**src/sv/sha_pkg.sv**
```systemverilog
// sha-256 package: round constants, initial hash values and shared types
// no dependencies
`default_nettype none
package sha_pkg;

    localparam int unsigned WORDS = 8;
    localparam int unsigned BLOCK_WORDS = 16;
    localparam logic [5:0] PAD_LIMIT = 6'd56;
    localparam logic [7:0] PAD_BYTE = 8'h80;

    typedef logic [31:0] word_t;

    // one queued command from front to back
    typedef struct packed {
        logic       compress;
        logic       finish;
    } cmd_t;

    function automatic word_t round_k(input logic [5:0] i);
        word_t k;
        case (i)
            6'd0: k = 32'h428a2f98; 6'd1: k = 32'h71374491; 6'd2: k = 32'hb5c0fbcf;
            6'd3: k = 32'he9b5dba5; 6'd4: k = 32'h3956c25b; 6'd5: k = 32'h59f111f1;
            6'd6: k = 32'h923f82a4; 6'd7: k = 32'hab1c5ed5; 6'd8: k = 32'hd807aa98;
            6'd9: k = 32'h12835b01; 6'd10: k = 32'h243185be; 6'd11: k = 32'h550c7dc3;
            6'd12: k = 32'h72be5d74; 6'd13: k = 32'h80deb1fe; 6'd14: k = 32'h9bdc06a7;
            6'd15: k = 32'hc19bf174; 6'd16: k = 32'he49b69c1; 6'd17: k = 32'hefbe4786;
            6'd18: k = 32'h0fc19dc6; 6'd19: k = 32'h240ca1cc; 6'd20: k = 32'h2de92c6f;
            6'd21: k = 32'h4a7484aa; 6'd22: k = 32'h5cb0a9dc; 6'd23: k = 32'h76f988da;
            6'd24: k = 32'h983e5152; 6'd25: k = 32'ha831c66d; 6'd26: k = 32'hb00327c8;
            6'd27: k = 32'hbf597fc7; 6'd28: k = 32'hc6e00bf3; 6'd29: k = 32'hd5a79147;
            6'd30: k = 32'h06ca6351; 6'd31: k = 32'h14292967; 6'd32: k = 32'h27b70a85;
            6'd33: k = 32'h2e1b2138; 6'd34: k = 32'h4d2c6dfc; 6'd35: k = 32'h53380d13;
            6'd36: k = 32'h650a7354; 6'd37: k = 32'h766a0abb; 6'd38: k = 32'h81c2c92e;
            6'd39: k = 32'h92722c85; 6'd40: k = 32'ha2bfe8a1; 6'd41: k = 32'ha81a664b;
            6'd42: k = 32'hc24b8b70; 6'd43: k = 32'hc76c51a3; 6'd44: k = 32'hd192e819;
            6'd45: k = 32'hd6990624; 6'd46: k = 32'hf40e3585; 6'd47: k = 32'h106aa070;
            6'd48: k = 32'h19a4c116; 6'd49: k = 32'h1e376c08; 6'd50: k = 32'h2748774c;
            6'd51: k = 32'h34b0bcb5; 6'd52: k = 32'h391c0cb3; 6'd53: k = 32'h4ed8aa4a;
            6'd54: k = 32'h5b9cca4f; 6'd55: k = 32'h682e6ff3; 6'd56: k = 32'h748f82ee;
            6'd57: k = 32'h78a5636f; 6'd58: k = 32'h84c87814; 6'd59: k = 32'h8cc70208;
            6'd60: k = 32'h90befffa; 6'd61: k = 32'ha4506ceb; 6'd62: k = 32'hbef9a3f7;
            default: k = 32'hc67178f2;
        endcase
        return k;
    endfunction

    function automatic word_t init_h(input logic [2:0] i);
        word_t h;
        case (i)
            3'd0: h = 32'h6a09e667; 3'd1: h = 32'hbb67ae85;
            3'd2: h = 32'h3c6ef372; 3'd3: h = 32'ha54ff53a;
            3'd4: h = 32'h510e527f; 3'd5: h = 32'h9b05688c;
            3'd6: h = 32'h1f83d9ab;
            default: h = 32'h5be0cd19;
        endcase
        return h;
    endfunction

endpackage
`default_nettype wire

```
**src/sv/sha_if.sv**
```systemverilog
// valid/ready channel interfaces for the byte input and the digest output
// depends on nothing
`default_nettype none


interface sha_out_if;
    logic        valid;
    logic        ready;
    logic [31:0] digest_word;
    logic [2:0]  word_index;
    logic        last_word;
    modport source (output valid, digest_word, word_index, last_word, input ready);
    modport sink (input valid, digest_word, word_index, last_word, output ready);
endinterface
`default_nettype wire

```
**src/sv/sha_back.sv**
```systemverilog
// back end: 64-round compression, one round per cycle, and digest output
// takes blocks from the front end; uses sha_pkg
`default_nettype none
module sha_back (
    input  wire logic clk,
    input  wire logic rst_n,
    input  sha_pkg::cmd_t cmd,
    input  wire logic cmd_valid,
    output logic      cmd_ready,
    input  wire logic [511:0] blk,
    sha_out_if.source out_ch
);
    typedef enum logic [2:0] {
        B_IDLE  = 3'b001,
        B_ROUND = 3'b010,
        B_OUT   = 3'b100
    } bstate_t;

    bstate_t      state_reg, state_next;
    logic [255:0] h_reg, h_next;
    logic [255:0] v_reg, v_next;
    logic [511:0] w_reg, w_next;
    logic [5:0]   rnd_reg, rnd_next;
    logic         fin_reg, fin_next;
    logic [2:0]   idx_reg, idx_next;

    sha_pkg::word_t a, b, c, d, e, f, g, h, w0, w1, w9, w14, t1, t2, s0, s1, q0, q1, wn;

    assign {a, b, c, d, e, f, g, h} = v_reg;
    assign w0 = w_reg[511:480];
    assign w1 = w_reg[479:448];
    assign w9 = w_reg[223:192];
    assign w14 = w_reg[63:32];
    assign q0 = {w1[6:0], w1[31:7]} ^ {w1[17:0], w1[31:18]} ^ (w1 >> 3);
    assign q1 = {w14[16:0], w14[31:17]} ^ {w14[18:0], w14[31:19]} ^ (w14 >> 10);
    assign wn = w0 + q0 + w9 + q1;
    assign s1 = {e[5:0], e[31:6]} ^ {e[10:0], e[31:11]} ^ {e[24:0], e[31:25]};
    assign s0 = {a[1:0], a[31:2]} ^ {a[12:0], a[31:13]} ^ {a[21:0], a[31:22]};
    assign t1 = h + s1 + ((e & f) ^ (~e & g)) + sha_pkg::round_k(rnd_reg) + w0;
    assign t2 = s0 + ((a & b) ^ (a & c) ^ (b & c));

    assign cmd_ready = (state_reg == B_IDLE);
    assign out_ch.valid = (state_reg == B_OUT);
    assign out_ch.digest_word = h_reg[255:224];
    assign out_ch.word_index = idx_reg;
    assign out_ch.last_word = (idx_reg == 3'd7);

    always_comb
    begin
        state_next = state_reg;
        h_next = h_reg;
        v_next = v_reg;
        w_next = w_reg;
        rnd_next = rnd_reg;
        fin_next = fin_reg;
        idx_next = idx_reg;
        case (state_reg)
            B_IDLE:
            begin
                if (cmd_valid)
                begin
                    v_next = h_reg;
                    w_next = blk;
                    rnd_next = '0;
                    fin_next = cmd.finish;
                    state_next = B_ROUND;
                end
            end
            B_ROUND:
            begin
                v_next = {t1 + t2, a, b, c, d + t1, e, f, g};
                w_next = {w_reg[479:0], wn};
                rnd_next = rnd_reg + 6'd1;
                if (rnd_reg == 6'd63)
                begin
                    for (int i = 0; i < 8; i++)
                        h_next[i * 32 +: 32] = h_reg[i * 32 +: 32] + v_next[i * 32 +: 32];
                    idx_next = '0;
                    state_next = fin_reg ? B_OUT : B_IDLE;
                end
            end
            B_OUT:
            begin
                if (out_ch.ready)
                begin
                    h_next = {h_reg[223:0], 32'h0};
                    idx_next = idx_reg + 3'd1;
                    if (idx_reg == 3'd7)
                    begin
                        for (int i = 0; i < 8; i++)
                            h_next[(7 - i) * 32 +: 32] = sha_pkg::init_h(3'(i));
                        state_next = B_IDLE;
                    end
                end
            end
            default:
            begin
                state_next = B_IDLE;
            end
        endcase
    end

    always_ff @(posedge clk or negedge rst_n)
    begin
        if (!rst_n)
        begin
            state_reg <= B_IDLE;
            for (int i = 0; i < 8; i++)
                h_reg[(7 - i) * 32 +: 32] <= sha_pkg::init_h(3'(i));
            idx_reg <= '0;
            fin_reg <= 1'b0;
            rnd_reg <= '0;
        end
        else
        begin
            state_reg <= state_next;
            h_reg <= h_next;
            idx_reg <= idx_next;
            fin_reg <= fin_next;
            rnd_reg <= rnd_next;
        end
    end

    always_ff @(posedge clk)
    begin
        v_reg <= v_next;
        w_reg <= w_next;
    end
endmodule
`default_nettype wire

```
**src/flat_wrapper.sv**
```systemverilog
// flat-port wrapper written by rule: the top's interface ports become plain ports
module sha_back_flat 
  (clk, rst_n, cmd, cmd_valid, cmd_ready, blk, out_ch_valid, out_ch_digest_word, out_ch_word_index, out_ch_last_word, out_ch_ready);
  sha_out_if out_ch_i ();
  input  wire logic clk;
  input  wire logic rst_n;
  input  sha_pkg::cmd_t cmd;
  input  wire logic cmd_valid;
  output logic cmd_ready;
  input  wire logic [511:0] blk;
  output wire logic [$bits(out_ch_i.valid)-1:0] out_ch_valid;
  output wire logic [$bits(out_ch_i.digest_word)-1:0] out_ch_digest_word;
  output wire logic [$bits(out_ch_i.word_index)-1:0] out_ch_word_index;
  output wire logic [$bits(out_ch_i.last_word)-1:0] out_ch_last_word;
  input wire logic [$bits(out_ch_i.ready)-1:0] out_ch_ready;
  assign out_ch_valid = out_ch_i.valid;
  assign out_ch_digest_word = out_ch_i.digest_word;
  assign out_ch_word_index = out_ch_i.word_index;
  assign out_ch_last_word = out_ch_i.last_word;
  assign out_ch_i.ready = out_ch_ready;
  sha_back u_core (.clk(clk), .rst_n(rst_n), .cmd(cmd), .cmd_valid(cmd_valid), .cmd_ready(cmd_ready), .blk(blk), .out_ch(out_ch_i));
endmodule
```
**config.mk**
```make
export PLATFORM = sky130hd
export DESIGN_NAME = sha_back_flat
export DESIGN_NICKNAME = d
export VERILOG_FILES = /design/src/sv/sha_pkg.sv /design/src/sv/sha_if.sv /design/src/sv/sha_back.sv /design/src/flat_wrapper.sv
export SDC_FILE = /design/constraint.sdc
export NUM_CORES = 2
export LEC_CHECK = 0
export BUFFER_PORTS_ARGS = -buffer_cell sky130_fd_sc_hd__buf_4
export CAP_MARGIN = 20
export CORE_UTILIZATION = 40
export DETAILED_ROUTE_END_ITERATION = 12
export PLACE_DENSITY_LB_ADDON = 0.08
export SLEW_MARGIN = 20
export SYNTH_ARGS = -nofsm -noshare
export SYNTH_HDL_FRONTEND = slang
export SYNTH_SLANG_ARGS = --single-unit
```
**constraint.sdc**
```tcl
create_clock -name clk -period 16 [get_ports clk]
set_input_delay 0 -clock clk [delete_from_list [all_inputs] [get_ports clk]]
set_output_delay 0 -clock clk [all_outputs]
set_load 0.05 [all_outputs]
```
==> metrics.md <==
| Metric | Value |
|---|---|
| Post-synth EDFFs | `768` |
| Largest net degree at the start of global routing | `200` |
| CP Launch Type | `register` |
| Total Routing Usage GR | `0.3198` |
| Post-layout min period | `12.88 ns` |
| Final setup fails | `0` |
| Row count | `155` |
| GPL Wtd Cong | `0.9452` |
| HPWL after DPL | `218800 µm` |
| Nets | `10276` |
| Max Transition Viols Final | `0` |
| Buffers added on ports | `554` |
| TNS Setup | `0 ns` |
| CP Capture Type | `register` |
| Outcome | `complete, no violations` |
| Post-synth ARST share | `0.2594` |
| Largest stage delay, worst path | `0.85 ns` |
| First-pass GRT wire length | `425600 µm` |
| Initial antenna violation count | `54` |
| Highest-count cells in the layout ignoring fill and taps | `nand2_1 (2553), edfxtp_1 (768), dlygate4sd3_1 (728), buf_4 (645), o21ai_0 (435)` |
| Antenna viol nets, final | `0` |
| CTS Buffer Depth | `3` |
| Register bit total from synthesis | `1037` |
| Clock sink total | `1037` |
| Max-cap viol count | `0` |
| Core area | `178800 µm²` |
| Synthesized Nets | `9224` |
| Vias per inst | `5.545` |
| Die height | `426.6 µm` |
| Cell variety after synth | `98` |
| Slew headroom | `0.1934` |
| Max FFs per register | `512` |
| Clock transition at path regs | `0.06 ns` |
| Max frequency | `77.66 MHz` |
| Top cell type's share of synthesized area | `0.3199` |
| Cell taking the most area after synthesis | `edfxtp_1` |
| Layout cells sized above 1 | `0.1153` |
| Die Area | `182000 µm²` |
| Setup CP Type | `register to register` |
| Hold Buf Count CTS | `728` |
| Root buffer cell | `clkbuf_16` |
| Clock latency on the worst-skew pair | `0.81 ns` |
| Setup bufs post-CTS | `0` |
| Area delta synth->final | `24.82%` |
| Hold Vio Cnt, Final | `0` |
| Required @ worst endpoint | `16.67 ns` |
| DR iter-0 viols | `6049` |
| Crit path arrival time | `13.55 ns` |
| Vias in the first global route | `62361` |
| CTS tree | `yes` |
| Clock Skew | `0.06705 ns` |
| Die W | `426.6 µm` |
| Synth top area cells | `edfxtp_1 (32%), nand2_1 (13%), ha_1 (7.0%)` |
| Worst Hold Class | `input pin to register` |
| Mapped Avg Cell Area | `8.890 µm²` |
| Initial Util | `0.4032` |
| Yosys warns | `0` |
| Post-synthesis sequential area ratio | `0.4156` |
| WL/cell | `25.45 µm` |
| Crit Path Max Fanout | `21` |
| WL final | `297000 µm` |
| Number of I/O pins | `556` |
| Commonest non-fill, non-tap cell in the layout | `nand2_1` |
| Cts bufs inserted | `135` |
| GRT Residual Overflow | `0` |
| Worst Max-Slew Pin Slew | `1.203 ns` |
| Worst Setup SP | `u_core.rnd_reg[1]` |
| RSZ-0062 raised after global routing | `false` |
| Final Cycle Share | `0.8048` |
| CTS resizes | `0` |
| First-pass detailed-route iteration total | `6` |
| Slowest cell on crit path | `xnor2_1` |
| Mapped Cells | `8110` |
| Worst r2r src | `u_core.rnd_reg[1]` |
| Routed via count | `64710` |
| Worst Min Path Start | `blk[479]` |
| Cell Area, Synth | `72100 µm²` |
| CTS H-tree lvls | `4` |
| Prevailing post-synth register cell | `edfxtp_1` |
| # DRC | `0` |
[synthesized netlist by cell type (all sizes together) (14+ instances only)]
cell type,number
a211oi,51
inv,296
nand3,87
nor2,387
a21boi,14
o21a,43
a211o,14
or3,47
clkbuf,414
dfrtp,132
nor2b,47
buf,50
o311ai,17
o31ai,46
nand2b,70
xor2,150
a221oi,35
dfstp,137
nor3,90
xnor2,406
o211ai,41
nand2,2556
ha,401
or2,15
o21bai,49
o21ai,454
a21o,167
and3,47
mux2,18
o31a,14
edfxtp,768
maj3,21
o22ai,60
a21oi,407
mux2i,43
fa,195
a31oi,99
nand4,23
[critical path, delay by kind of cell (launching register included)]
family	cells	cell delay, ns
AOI/OAI and AO/OA	16	3.81
xor gates and xnor gates	3	1.47
adders and majority gates	8	3.73
buffers and inverters	6	1.00
DFF	1	0.31
and+or+nand+nor	9	2.44
[cell type report]
cell class | instances | area, µm²
inverters | 300 | 1135
flip-flops and latches | 1037 | 29970
clock inverters | 62 | 705.7
multi-input cells | 6309 | 39200
fillers | 16630 | 88810
clock buffers | 184 | 3674
well taps | 2355 | 2947
repair buffers | 1379 | 12250
diodes | 45 | 112.6
[final timing paths]
kind / end / slack, ns / cells after the start
max: u_core.h_reg[255] / 3.12 / 42
min: u_core.w_reg[479] / 0.05 / 4
max reg2reg: u_core.h_reg[255] / 3.12 / 42
min reg2reg: u_core.h_reg[132] / 0.48 / 2
max in group asynchronous: u_core.h_reg[241] / 14.40 / 4
min in group asynchronous: u_core.h_reg[95] / 0.08 / 2
[layer usage]
metal  part of all wire  track usage
met1               0.44       0.4478
met5            0.00042            0
met3              0.063      0.04380
met4              0.042       0.1239
met2               0.45       0.4993
[cell families after synthesis]
family                   share of synthesized area
XOR/XNOR                                   0.06818
adder cells (fa/ha/maj)                     0.1266
AND/OR/NAND/NOR                             0.1926
flip-flops                                  0.4156
buffers and inverters                      0.04147
AO/OA/AOI/OAI                               0.1442
multiplexers                               0.01128
[per-stage QoR]
stage | hold WS [ns] | instance area, µm² | setup WS [ns] | util | cells
after global placement | 0.1088 | 78190 | 3.211 | 0.4373 | 10651
final | 0.04732 | 90000 | 3.124 | 0.5033 | 11671
after detailed placement | 0.08902 | 78190 | 3.170 | 0.4373 | 10651
after floorplan | -0.2956 | 72110 | 2.785 | - | 8110
after global routing | 0.01620 | 89970 | 2.576 | 0.5031 | 11659
after CTS | 0.0008960 | 89870 | 3.165 | 0.5026 | 11625
Power is left out: the tool's default activity adds up to more than one toggle a clock period on the data nets, which glitch-free logic cannot reach.
